<file path="src/hdl/bpc_pkg.sv">
`default_nettype none
package bpc_pkg;

   // raw converter reading
   localparam int SAMPLE_WIDTH = 24;
   localparam int SAMPLE_BITS = 24;
   localparam logic [SAMPLE_WIDTH-1:0] SAMPLE_MASK =
      SAMPLE_WIDTH'((25'd1 << SAMPLE_BITS) - 25'd1);

   // temperature difference, reset value
   localparam int DT_WIDTH = 25;
   localparam logic signed [DT_WIDTH-1:0] DT_RESET = 25'sd68;

   // configuration port
   localparam int CSR_INDEX_WIDTH = 3;
   localparam int CSR_DATA_WIDTH = 16;
   localparam logic [CSR_INDEX_WIDTH-1:0] REG_SENS_BASE        = 3'd0;
   localparam logic [CSR_INDEX_WIDTH-1:0] REG_OFFSET_BASE      = 3'd1;
   localparam logic [CSR_INDEX_WIDTH-1:0] REG_SENS_TEMP_COEF   = 3'd2;
   localparam logic [CSR_INDEX_WIDTH-1:0] REG_OFFSET_TEMP_COEF = 3'd3;
   localparam logic [CSR_INDEX_WIDTH-1:0] REG_REF_TEMPERATURE  = 3'd4;

   // queue between front and back
   localparam int QUEUE_DEPTH = 2;
   localparam int QUEUE_PTR_BITS = $clog2(QUEUE_DEPTH);
   localparam int QUEUE_COUNT_BITS = $clog2(QUEUE_DEPTH + 1);

   // pressure result
   localparam int PRESSURE_WIDTH = 32;

   typedef enum logic {
      OP_TEMPERATURE = 1'b0,
      OP_PRESSURE    = 1'b1
   } kind_type;

   // calibration words
   typedef struct packed {
      logic [CSR_DATA_WIDTH-1:0] sens_base;
      logic [CSR_DATA_WIDTH-1:0] offset_base;
      logic [CSR_DATA_WIDTH-1:0] sens_temp_coef;
      logic [CSR_DATA_WIDTH-1:0] offset_temp_coef;
      logic [CSR_DATA_WIDTH-1:0] ref_temperature;
   } calib_type;

   // classified word: difference for temperature, masked sample for pressure
   typedef struct packed {
      kind_type                   kind;
      logic signed [DT_WIDTH-1:0] value;
   } bpc_word_type;

endpackage
`default_nettype wire

</file>
<file path="src/hdl/bpc_req_if.sv">
`default_nettype none
interface bpc_req_if;
   logic        valid;
   logic        ready;
   logic        opcode;
   logic [23:0] sample;

   modport source (output valid, output opcode, output sample, input ready);
   modport sink (input valid, input opcode, input sample, output ready);
endinterface
`default_nettype wire

</file>
<file path="src/hdl/bpc_rsp_if.sv">
`default_nettype none
interface bpc_rsp_if;
   logic               valid;
   logic               ready;
   logic signed [31:0] pressure;

   modport source (output valid, output pressure, input ready);
   modport sink (input valid, input pressure, output ready);
endinterface
`default_nettype wire

</file>
<file path="src/hdl/bpc_front.sv">
`default_nettype none
module bpc_front import bpc_pkg::*; (
   input  wire logic    clock,
   input  wire logic    reset,
   bpc_req_if.sink      req,
   input  wire calib_type calib,
   output logic         push_valid,
   input  wire logic    push_ready,
   output bpc_word_type push_word
);

   logic                      valid_ff, valid_in;
   bpc_word_type              word_ff, word_in;
   logic [SAMPLE_WIDTH-1:0]   sample_masked;
   logic signed [DT_WIDTH-1:0] ref_scaled;

   assign req.ready = !valid_ff || push_ready;

   // classify: temperature words carry dT, pressure words the sample
   always_comb begin
      sample_masked = req.sample & SAMPLE_MASK;
      ref_scaled = $signed({1'b0, calib.ref_temperature, 8'h00});
      if (req.opcode == OP_PRESSURE) begin
         word_in.kind = OP_PRESSURE;
         word_in.value = $signed({1'b0, sample_masked});
      end else begin
         word_in.kind = OP_TEMPERATURE;
         word_in.value = $signed({1'b0, sample_masked}) - ref_scaled;
      end
   end

   always_comb begin
      valid_in = valid_ff;
      if (req.valid && req.ready) begin
         valid_in = 1'b1;
      end else if (push_ready) begin
         valid_in = 1'b0;
      end
   end

   always_ff @(posedge clock) begin
      if (reset) begin
         valid_ff <= 1'b0;
      end else begin
         valid_ff <= valid_in;
      end
   end

   always_ff @(posedge clock) begin
      if (req.valid && req.ready) begin
         word_ff <= word_in;
      end
   end

   assign push_valid = valid_ff;
   assign push_word = word_ff;

endmodule
`default_nettype wire

</file>
<file path="src/hdl/bpc_queue.sv">
`default_nettype none
module bpc_queue import bpc_pkg::*; (
   input  wire logic    clock,
   input  wire logic    reset,
   input  wire logic    push_valid,
   output logic         push_ready,
   input  wire bpc_word_type push_word,
   output logic         pop_valid,
   input  wire logic    pop_ready,
   output bpc_word_type pop_word
);

   bpc_word_type                entry_ff [QUEUE_DEPTH];
   logic [QUEUE_PTR_BITS-1:0]   wr_ptr_ff, wr_ptr_in;
   logic [QUEUE_PTR_BITS-1:0]   rd_ptr_ff, rd_ptr_in;
   logic [QUEUE_COUNT_BITS-1:0] count_ff, count_in;
   logic                        do_push, do_pop;

   assign push_ready = count_ff != QUEUE_COUNT_BITS'(QUEUE_DEPTH);
   assign pop_valid = count_ff != '0;
   assign pop_word = entry_ff[rd_ptr_ff];
   assign do_push = push_valid && push_ready;
   assign do_pop = pop_valid && pop_ready;

   // pointer and fill bookkeeping
   always_comb begin
      wr_ptr_in = wr_ptr_ff;
      rd_ptr_in = rd_ptr_ff;
      count_in = count_ff;
      if (do_push) begin
         wr_ptr_in = (wr_ptr_ff == QUEUE_PTR_BITS'(QUEUE_DEPTH - 1)) ?
                     '0 : wr_ptr_ff + 1'b1;
      end
      if (do_pop) begin
         rd_ptr_in = (rd_ptr_ff == QUEUE_PTR_BITS'(QUEUE_DEPTH - 1)) ?
                     '0 : rd_ptr_ff + 1'b1;
      end
      if (do_push && !do_pop) begin
         count_in = count_ff + 1'b1;
      end else if (do_pop && !do_push) begin
         count_in = count_ff - 1'b1;
      end
   end

   always_ff @(posedge clock) begin
      if (reset) begin
         wr_ptr_ff <= '0;
         rd_ptr_ff <= '0;
         count_ff <= '0;
      end else begin
         wr_ptr_ff <= wr_ptr_in;
         rd_ptr_ff <= rd_ptr_in;
         count_ff <= count_in;
      end
   end

   always_ff @(posedge clock) begin
      if (do_push) begin
         entry_ff[wr_ptr_ff] <= push_word;
      end
   end

endmodule
`default_nettype wire

</file>
<file path="src/hdl/bpc_back.sv">
`default_nettype none
module bpc_back import bpc_pkg::*; (
   input  wire logic    clock,
   input  wire logic    reset,
   input  wire calib_type calib,
   input  wire logic    pop_valid,
   output logic         pop_ready,
   input  wire bpc_word_type pop_word,
   bpc_rsp_if.source    rsp
);

   typedef enum logic [7:0] {
      ST_IDLE = 8'b0000_0001,
      ST_OFF  = 8'b0000_0010,
      ST_SENS = 8'b0000_0100,
      ST_SUM  = 8'b0000_1000,
      ST_LO   = 8'b0001_0000,
      ST_HI   = 8'b0010_0000,
      ST_ACC  = 8'b0100_0000,
      ST_OUT  = 8'b1000_0000
   } state_type;

   state_type                   state_ff, state_in;
   logic signed [DT_WIDTH-1:0]  dt_ff;
   logic [SAMPLE_WIDTH-1:0]     sample_ff;
   logic signed [42:0]          prod_ff, prod_in;
   logic signed [34:0]          off_ff;
   logic signed [33:0]          sens_ff;
   logic signed [57:0]          acc_ff;
   logic                        out_valid_ff, out_valid_in;
   logic signed [PRESSURE_WIDTH-1:0] out_ff;
   logic signed [24:0]          mul_a;
   logic signed [17:0]          mul_b;
   logic signed [36:0]          scaled;
   logic signed [37:0]          diff;
   logic signed [22:0]          result;
   logic                        out_free;

   assign pop_ready = state_ff == ST_IDLE;
   assign out_free = !out_valid_ff || rsp.ready;

   // shared multiplier operand select
   always_comb begin
      case (state_ff)
         ST_OFF: begin
            mul_a = dt_ff;
            mul_b = $signed({2'b00, calib.offset_temp_coef});
         end
         ST_SENS: begin
            mul_a = dt_ff;
            mul_b = $signed({2'b00, calib.sens_temp_coef});
         end
         ST_LO: begin
            mul_a = $signed({1'b0, sample_ff});
            mul_b = $signed({1'b0, sens_ff[16:0]});
         end
         ST_HI: begin
            mul_a = $signed({1'b0, sample_ff});
            mul_b = $signed({sens_ff[33], sens_ff[33:17]});
         end
         default: begin
            mul_a = '0;
            mul_b = '0;
         end
      endcase
      prod_in = 43'(mul_a * mul_b);
   end

   // final shift, subtract, shift
   always_comb begin
      scaled = 37'(acc_ff >>> 21);
      diff = 38'(scaled) - 38'(off_ff);
      result = 23'(diff >>> 15);
   end

   // sequencer
   always_comb begin
      state_in = state_ff;
      case (state_ff)
         ST_IDLE: begin
            if (pop_valid && pop_word.kind == OP_PRESSURE) begin
               state_in = ST_OFF;
            end
         end
         ST_OFF:  state_in = ST_SENS;
         ST_SENS: state_in = ST_SUM;
         ST_SUM:  state_in = ST_LO;
         ST_LO:   state_in = ST_HI;
         ST_HI:   state_in = ST_ACC;
         ST_ACC:  state_in = ST_OUT;
         ST_OUT: begin
            if (out_free) begin
               state_in = ST_IDLE;
            end
         end
         default: state_in = ST_IDLE;
      endcase
   end

   always_comb begin
      out_valid_in = out_valid_ff;
      if (state_ff == ST_OUT && out_free) begin
         out_valid_in = 1'b1;
      end else if (rsp.ready) begin
         out_valid_in = 1'b0;
      end
   end

   always_ff @(posedge clock) begin
      if (reset) begin
         state_ff <= ST_IDLE;
         out_valid_ff <= 1'b0;
         dt_ff <= DT_RESET;
      end else begin
         state_ff <= state_in;
         out_valid_ff <= out_valid_in;
         if (state_ff == ST_IDLE && pop_valid && pop_word.kind == OP_TEMPERATURE) begin
            dt_ff <= pop_word.value;
         end
      end
   end

   // datapath registers
   always_ff @(posedge clock) begin
      prod_ff <= prod_in;
      case (state_ff)
         ST_IDLE: begin
            sample_ff <= pop_word.value[SAMPLE_WIDTH-1:0];
         end
         ST_SENS: begin
            off_ff <= $signed({3'b000, calib.offset_base, 16'h0000}) + 35'(prod_ff >>> 7);
         end
         ST_SUM: begin
            sens_ff <= $signed({3'b000, calib.sens_base, 15'h0000}) + 34'(prod_ff >>> 8);
         end
         ST_HI: begin
            acc_ff <= 58'(prod_ff);
         end
         ST_ACC: begin
            acc_ff <= acc_ff + (58'(prod_ff) <<< 17);
         end
         ST_OUT: begin
            if (out_free) begin
               out_ff <= PRESSURE_WIDTH'(result);
            end
         end
         default: begin
         end
      endcase
   end

   assign rsp.valid = out_valid_ff;
   assign rsp.pressure = out_ff;

endmodule
`default_nettype wire

</file>
<file path="src/hdl/barometer_pressure_compensation_core.sv">
// channel | dir | payload              | handshake
// req     | in  | opcode, sample[23:0] | valid/ready
// rsp     | out | pressure[31:0] signed | valid/ready
// csr     | in  | index[2:0], data[15:0] | write enable
//
// A temperature word is taken by the back end straight from idle; a pressure
// word walks the seven sequencer steps after the pop, sharing the one 25x18
// multiplier stepped through four products. Front stage and a two-word
// queue let input be taken while the back end works or the result stalls.
// Reset is synchronous; calibration clears to zero and dT starts at 68.
`default_nettype none
module barometer_pressure_compensation_core import bpc_pkg::*; (
   input  wire logic                       clock,
   input  wire logic                       reset,
   bpc_req_if.sink                         req,
   bpc_rsp_if.source                       rsp,
   input  wire logic                       csr_write_enable,
   input  wire logic [CSR_INDEX_WIDTH-1:0] csr_index,
   input  wire logic [CSR_DATA_WIDTH-1:0]  csr_write_data
);

   calib_type    calib_ff;
   logic         push_valid, push_ready;
   bpc_word_type push_word;
   logic         pop_valid, pop_ready;
   bpc_word_type pop_word;

   // calibration registers
   always_ff @(posedge clock) begin
      if (reset) begin
         calib_ff <= '0;
      end else if (csr_write_enable) begin
         case (csr_index)
            REG_SENS_BASE:        calib_ff.sens_base <= csr_write_data;
            REG_OFFSET_BASE:      calib_ff.offset_base <= csr_write_data;
            REG_SENS_TEMP_COEF:   calib_ff.sens_temp_coef <= csr_write_data;
            REG_OFFSET_TEMP_COEF: calib_ff.offset_temp_coef <= csr_write_data;
            REG_REF_TEMPERATURE:  calib_ff.ref_temperature <= csr_write_data;
            default: begin
            end
         endcase
      end
   end

   bpc_front u_front (
      .clock      (clock),
      .reset      (reset),
      .req        (req),
      .calib      (calib_ff),
      .push_valid (push_valid),
      .push_ready (push_ready),
      .push_word  (push_word)
   );

   bpc_queue u_queue (
      .clock      (clock),
      .reset      (reset),
      .push_valid (push_valid),
      .push_ready (push_ready),
      .push_word  (push_word),
      .pop_valid  (pop_valid),
      .pop_ready  (pop_ready),
      .pop_word   (pop_word)
   );

   bpc_back u_back (
      .clock     (clock),
      .reset     (reset),
      .calib     (calib_ff),
      .pop_valid (pop_valid),
      .pop_ready (pop_ready),
      .pop_word  (pop_word),
      .rsp       (rsp)
   );

endmodule
`default_nettype wire

</file>
<file path="src/flat_wrapper.sv">
// flat-port wrapper written by rule: the top's interface ports become plain ports
module barometer_pressure_compensation_core_flat import bpc_pkg::*;
  (clock, reset, csr_write_enable, csr_index, csr_write_data, req_valid, req_opcode, req_sample, req_ready, rsp_valid, rsp_pressure, rsp_ready);
  bpc_req_if req_i ();
  bpc_rsp_if rsp_i ();
  input  wire logic clock;
  input  wire logic reset;
  input  wire logic csr_write_enable;
  input  wire logic [CSR_INDEX_WIDTH-1:0] csr_index;
  input  wire logic [CSR_DATA_WIDTH-1:0] csr_write_data;
  input wire logic [$bits(req_i.valid)-1:0] req_valid;
  input wire logic [$bits(req_i.opcode)-1:0] req_opcode;
  input wire logic [$bits(req_i.sample)-1:0] req_sample;
  output wire logic [$bits(req_i.ready)-1:0] req_ready;
  output wire logic [$bits(rsp_i.valid)-1:0] rsp_valid;
  output wire logic [$bits(rsp_i.pressure)-1:0] rsp_pressure;
  input wire logic [$bits(rsp_i.ready)-1:0] rsp_ready;
  assign req_i.valid = req_valid;
  assign req_i.opcode = req_opcode;
  assign req_i.sample = req_sample;
  assign req_ready = req_i.ready;
  assign rsp_valid = rsp_i.valid;
  assign rsp_pressure = rsp_i.pressure;
  assign rsp_i.ready = rsp_ready;
  barometer_pressure_compensation_core u_core (.clock(clock), .reset(reset), .req(req_i), .rsp(rsp_i), .csr_write_enable(csr_write_enable), .csr_index(csr_index), .csr_write_data(csr_write_data));
endmodule
</file>
<file path="config.mk">
export PLATFORM = sky130hd
export DESIGN_NAME = barometer_pressure_compensation_core_flat
export DESIGN_NICKNAME = d
export VERILOG_FILES = /design/src/hdl/bpc_pkg.sv /design/src/hdl/bpc_req_if.sv /design/src/hdl/bpc_rsp_if.sv /design/src/hdl/bpc_front.sv /design/src/hdl/bpc_queue.sv /design/src/hdl/bpc_back.sv /design/src/hdl/barometer_pressure_compensation_core.sv /design/src/flat_wrapper.sv
export SDC_FILE = /design/constraint.sdc
export NUM_CORES = 2
export LEC_CHECK = 0
export BUFFER_PORTS_ARGS = -buffer_cell sky130_fd_sc_hd__clkbuf_2
export CAP_MARGIN = 10
export CORE_UTILIZATION = 60
export DETAILED_ROUTE_END_ITERATION = 8
export HOLD_SLACK_MARGIN = 0.05
export PLACE_DENSITY = 0.77
export SLEW_MARGIN = 20
export SYNTH_ARGS = -nofsm -noshare
export SYNTH_HDL_FRONTEND = slang
export SYNTH_SLANG_ARGS = --single-unit
</file>
<file path="constraint.sdc">
create_clock -name clock -period 12.3 [get_ports clock]
set_clock_uncertainty 0.05 [all_clocks]
set_input_delay 1.845 -clock clock [delete_from_list [all_inputs] [get_ports clock]]
set_output_delay 1.845 -clock clock [all_outputs]
set_load 0.05 [all_outputs]
</file>
==> impl_summary.log <==
[metrics] outcome: finished clean
[metrics] number of different library cells in the post-synthesis netlist: approximately 90
[metrics] Worst Tran Pin Value: between 1 and 1.5 ns
[metrics] CTS buffer count: between 40 and 50
[metrics] IR Drop Worst-Case VDD: 0.000128 V
[metrics] number of buffers inserted by hold repair at cts: 0
[metrics] Worst R2R Setup Slack: between 2 and 3 ns
[metrics] core occupancy in the finished layout: 65.4%
[metrics] type of the worst setup path: reg2reg
[metrics] crit path buf inv count: 3
[metrics] most used standard cells in the synthesized netlist: 607 x inv_1, 523 x nand2_1, 445 x fa_1
[metrics] proportion of power drawn by flip-flops and latches: between 40 and 50%
[metrics] endpoint of the worst register-to-register path: u_core.u_back.prod_ff[41]
[metrics] detailed-route DRC error count: 0
[metrics] total global routing track utilization: 32.1%
[metrics] Sw Ratio: 25.7%
[metrics] Die H: about 240 um
[metrics] predominant post-synthesis flop cell: edfxtp_1
[metrics] mean area per synthesized cell: 9.66 um2
[metrics] final-stage net count: between 4000 and 5000
[metrics] level count of the clock H-tree: 2
[metrics] master cell of the clock root buffer: clkbuf_16
[metrics] cells on worst reg2reg path: 26
[metrics] largest net degree at the start of global routing: 71
[metrics] number of standard cells in the layout, taps in and fillers out: roughly 4500
[metrics] I/O pin count: a little over 80
[metrics] signed area change from the synthesized netlist to the final layout: 7.53%
[metrics] Crit path max-delay family: simple AND/OR/NAND/NOR gates
[metrics] effective utilization at floorplan: between 60 and 70%
[metrics] time the final worst path needs with I/O delays and setup: between 9 and 10 ns
[metrics] Hold Fails Final Rpt: 0
[metrics] count of cells resized by post-cts repair: 0
[metrics] largest stage delay on the critical path: a little under 0.9 ns
[metrics] wire length of the first global-routing pass: approximately 150000 um
[metrics] most used standard cell by instance count after synthesis: inv_1
[metrics] sort of element at the end of the critical path: flop
[metrics] Post-DRT Antenna Nets: 0
[metrics] die area: 59600 um2
[metrics] Port Buf Inserts: between 80 and 90
[metrics] Setup Slack @ Placement: between 2 and 3 ns
[metrics] Antenna Diode Count: 0
[metrics] number of violations reported at the end of detailed-routing iteration 0: 2254
[metrics] summed instance area of the synthesized netlist: ~35000 um2
[metrics] Pwr Total: 0.00327 W
[metrics] clock tree from TritonCTS: done
[metrics] startpoint of the worst setup timing path: u_core.u_back.state_ff[4]
[metrics] CP arrival: approximately 10 ns
[metrics] insertion delay to the later sink of the worst-skew pair: roughly 0.60 ns
[metrics] filler cell count in the final layout: roughly 4600
[metrics] top cells by area, synth: fa_1 25%, edfxtp_1 20%, dfxtp_1 9.3%
[metrics] Post-CTS Setup Repair Bufs: 0
[metrics] sequential element share of the synthesized area: 29.3%
[metrics] ratio of cells with drive above 1 in the final layout: 7.30%
[metrics] number of maximum-capacitance constraint violations: 0
[metrics] number of enable-type register cells in the synthesized netlist: 235
[metrics] slowest stage cell, crit path: or2_2
[metrics] die extent in x: ~240 um
[metrics] Power per Cell Area: 86.4 nW/um2
[metrics] NetSw: approximately 0.00084 W
[metrics] maximum achievable frequency: 105 MHz
[metrics] vias per cell: slightly below 6
[metrics] row count: ~90
[metrics] number of warnings reported in the yosys synthesis log: 0
[metrics] cell accounting for the most synthesized area: fa_1
[metrics] combinational share of power: a little over a tenth
[metrics] post-synthesis register bit count: around 400
[metrics] number of max-slew violations in the final report: 0
[metrics] worst-case setup margin in the final layout: approximately 2.7 ns
[metrics] Syn Inst Count: roughly 3600
[metrics] Routed Wire Length: roughly 93000 um
[metrics] setup repair after global routing missed its margin: no
[metrics] half-perimeter wire length after detailed placement: about 70000 um
[metrics] antenna violations before repair: 3
[metrics] number of endpoints failing setup at the final stage: 0
[metrics] clock sink count: 398
[metrics] element type at the critical path start: flop
[metrics] total via count in the routed design: between 20000 and 30000
[metrics] startpoint of the tightest hold check path: u_core.u_front.push_word[20]
[metrics] global-route congestion overflow total: 0
[metrics] part of the total power dissipated in the clock network: roughly 41%
[metrics] Endpoint, Worst Hold: u_core.u_queue.entry_ff[1][20]
[metrics] syn nets: roughly 4400
[metrics] Clock Tree Buf Depth: 3
[metrics] core outline area: a little under 60000 um2
[metrics] most frequent cell on the critical path: fa_1
[metrics] placed cell count: between 4000 and 5000
[metrics] cell depth of the worst hold path: 0
[metrics] startpoint of the worst register-to-register path: u_core.u_back.state_ff[4]
[metrics] Async S/R FF share, synth: 0%
[metrics] Max Fanout on Critical Path: between 50 and 60
[metrics] final-layout setup total negative slack: 0 ns
[metrics] vias in the first global route: between 20000 and 30000
[metrics] Clk pin slew, worst setup/hold paths: around 0.06 ns
[metrics] area share of the largest cell type after synthesis: around a quarter
[metrics] period utilization: about 78%
[metrics] final RePlAce weighted congestion: between 0.9 and 1
[metrics] CP required: 12.74 ns
[metrics] worst hold path type: reg2reg
[metrics] First-pass DRT Iterations: 6
[metrics] Pint: around 0.0024 W
[metrics] Slew HR: between 10% and 20%
[metrics] average detailed-routed wire length per instance: approximately 21 um
[metrics] leakage power: between 15 and 20 nW
-- registers in the layout, summed over array words and instances, names as in the netlist, named ones only --
signal / cells
u_core.u_back.rsp.valid: 1
u_core.u_queue.rd_ptr_ff: 1
u_core.u_back.acc_ff: 41
u_core.u_queue.count_ff: 2
u_core.calib_ff: 80
u_core.u_front.push_word: 26
u_core.u_back.sample_ff: 24
u_core.u_back.sens_ff: 34
u_core.u_back.prod_ff: 43
u_core.u_queue.entry_ff: 52
u_core.u_back.rsp.pressure: 23
u_core.u_front.push_valid: 1
u_core.u_back.state_ff: 8
u_core.u_back.off_ff: 35
u_core.u_queue.wr_ptr_ff: 1
u_core.u_back.dt_ff: 25
-- placed cells by master, fill, tap and decap left out, types with 18 or more instances in the layout --
master     count
inv_1        607
nand2_1      522
fa_1         445
nor2_1       318
edfxtp_1     235
ha_1         232
a21oi_1      178
dfxtp_1      163
o21ai_0       98
xnor2_1       86
clkbuf_2      81
a21o_1        52
xor2_1        48
clkbuf_16     47
a22o_1        38
buf_4         38
nand3_1       31
nor3_1        31
a22oi_1       28
mux2i_1       28
nor2b_1       26
mux2_2        25
o21a_1        23
nand2b_1      22
and3_1        18
-- power by group through the flow --
stage | logic (W) | clock network, W | registers (W)
after floorplan | 0.000236 | 0 | 0.00159
after global placement | 0.000335 | 0 | 0.00160
after detailed placement | 0.000340 | 0 | 0.00161
after CTS | 0.000344 | 0.00136 | 0.00158
after global routing | 0.000377 | 0.00140 | 0.00159
final | 0.000347 | 0.00134 | 0.00158
-- metrics by stage --
stage | hold slack, ns | area, um2
6_report | 0.396 | 37800
5_1_grt | 0.406 | 37800
4_1_cts | 0.398 | 37800
3_5_place_dp | 0.383 | 36300
3_3_place_gp | 0.373 | 36300
2_1_floorplan | 0.365 | 35200
-- metal layers --
layer / up-vias / global-route usage, % / share of wire, %
li1: 11800 / - / -
met1: 12900 / 43.1 / 40
met2: 1251 / 50.4 / 46
met3: 269 / 7.35 / 10
met4: 2 / 13.2 / 4.6
met5: - / 0 / 0.014
-- worst reg2reg max path: cells and delay by family, from the launching register on --
kind | cells | cell delay (ns)
compound gates | 4 | 1.52
fa+ha+maj | 7 | 3.48
buf+inv | 3 | 0.18
flops | 1 | 0.34
simple gates | 12 | 3.87
-- area by class of cell --
cell class / count / area [um2] / share of cell area (%)
clock buffers: 53 / 1220 / 3.22
clock inverters: 25 / 251 / 0.665
inverters: 608 / 2280 / 6.03
multi-input cells: 2496 / 22100 / 58.4
flip-flops and latches: 398 / 10300 / 27.3
well taps: 765 / 957 / 2.53
repair buffers: 120 / 702 / 1.86
-- how the worst max path moves through the flow --
stage                                           end  slack, ns  cells past startpoint
after floorplan           u_core.u_back.prod_ff[41]       4.40                     30
after global placement    u_core.u_back.prod_ff[41]       3.07                     28
after detailed placement  u_core.u_back.prod_ff[41]       2.96                     26
after CTS                 u_core.u_back.prod_ff[41]       2.93                     28
after global routing      u_core.u_back.prod_ff[41]       2.19                     27
final                     u_core.u_back.prod_ff[41]       2.74                     26
-- kinds of logic after synthesis --
logic type / count (synthesis) / synth area share, %
xor+xnor: 134 / 3.34
compound gates: 583 / 11.3
buf+inv: 746 / 8.16
flops: 398 / 29.3
mux: 53 / 1.60
other cells: 1 / 0.0107
fa+ha+maj: 677 / 33.6
simple gates: 1048 / 12.7
Power figures use the tool's default switching activity.
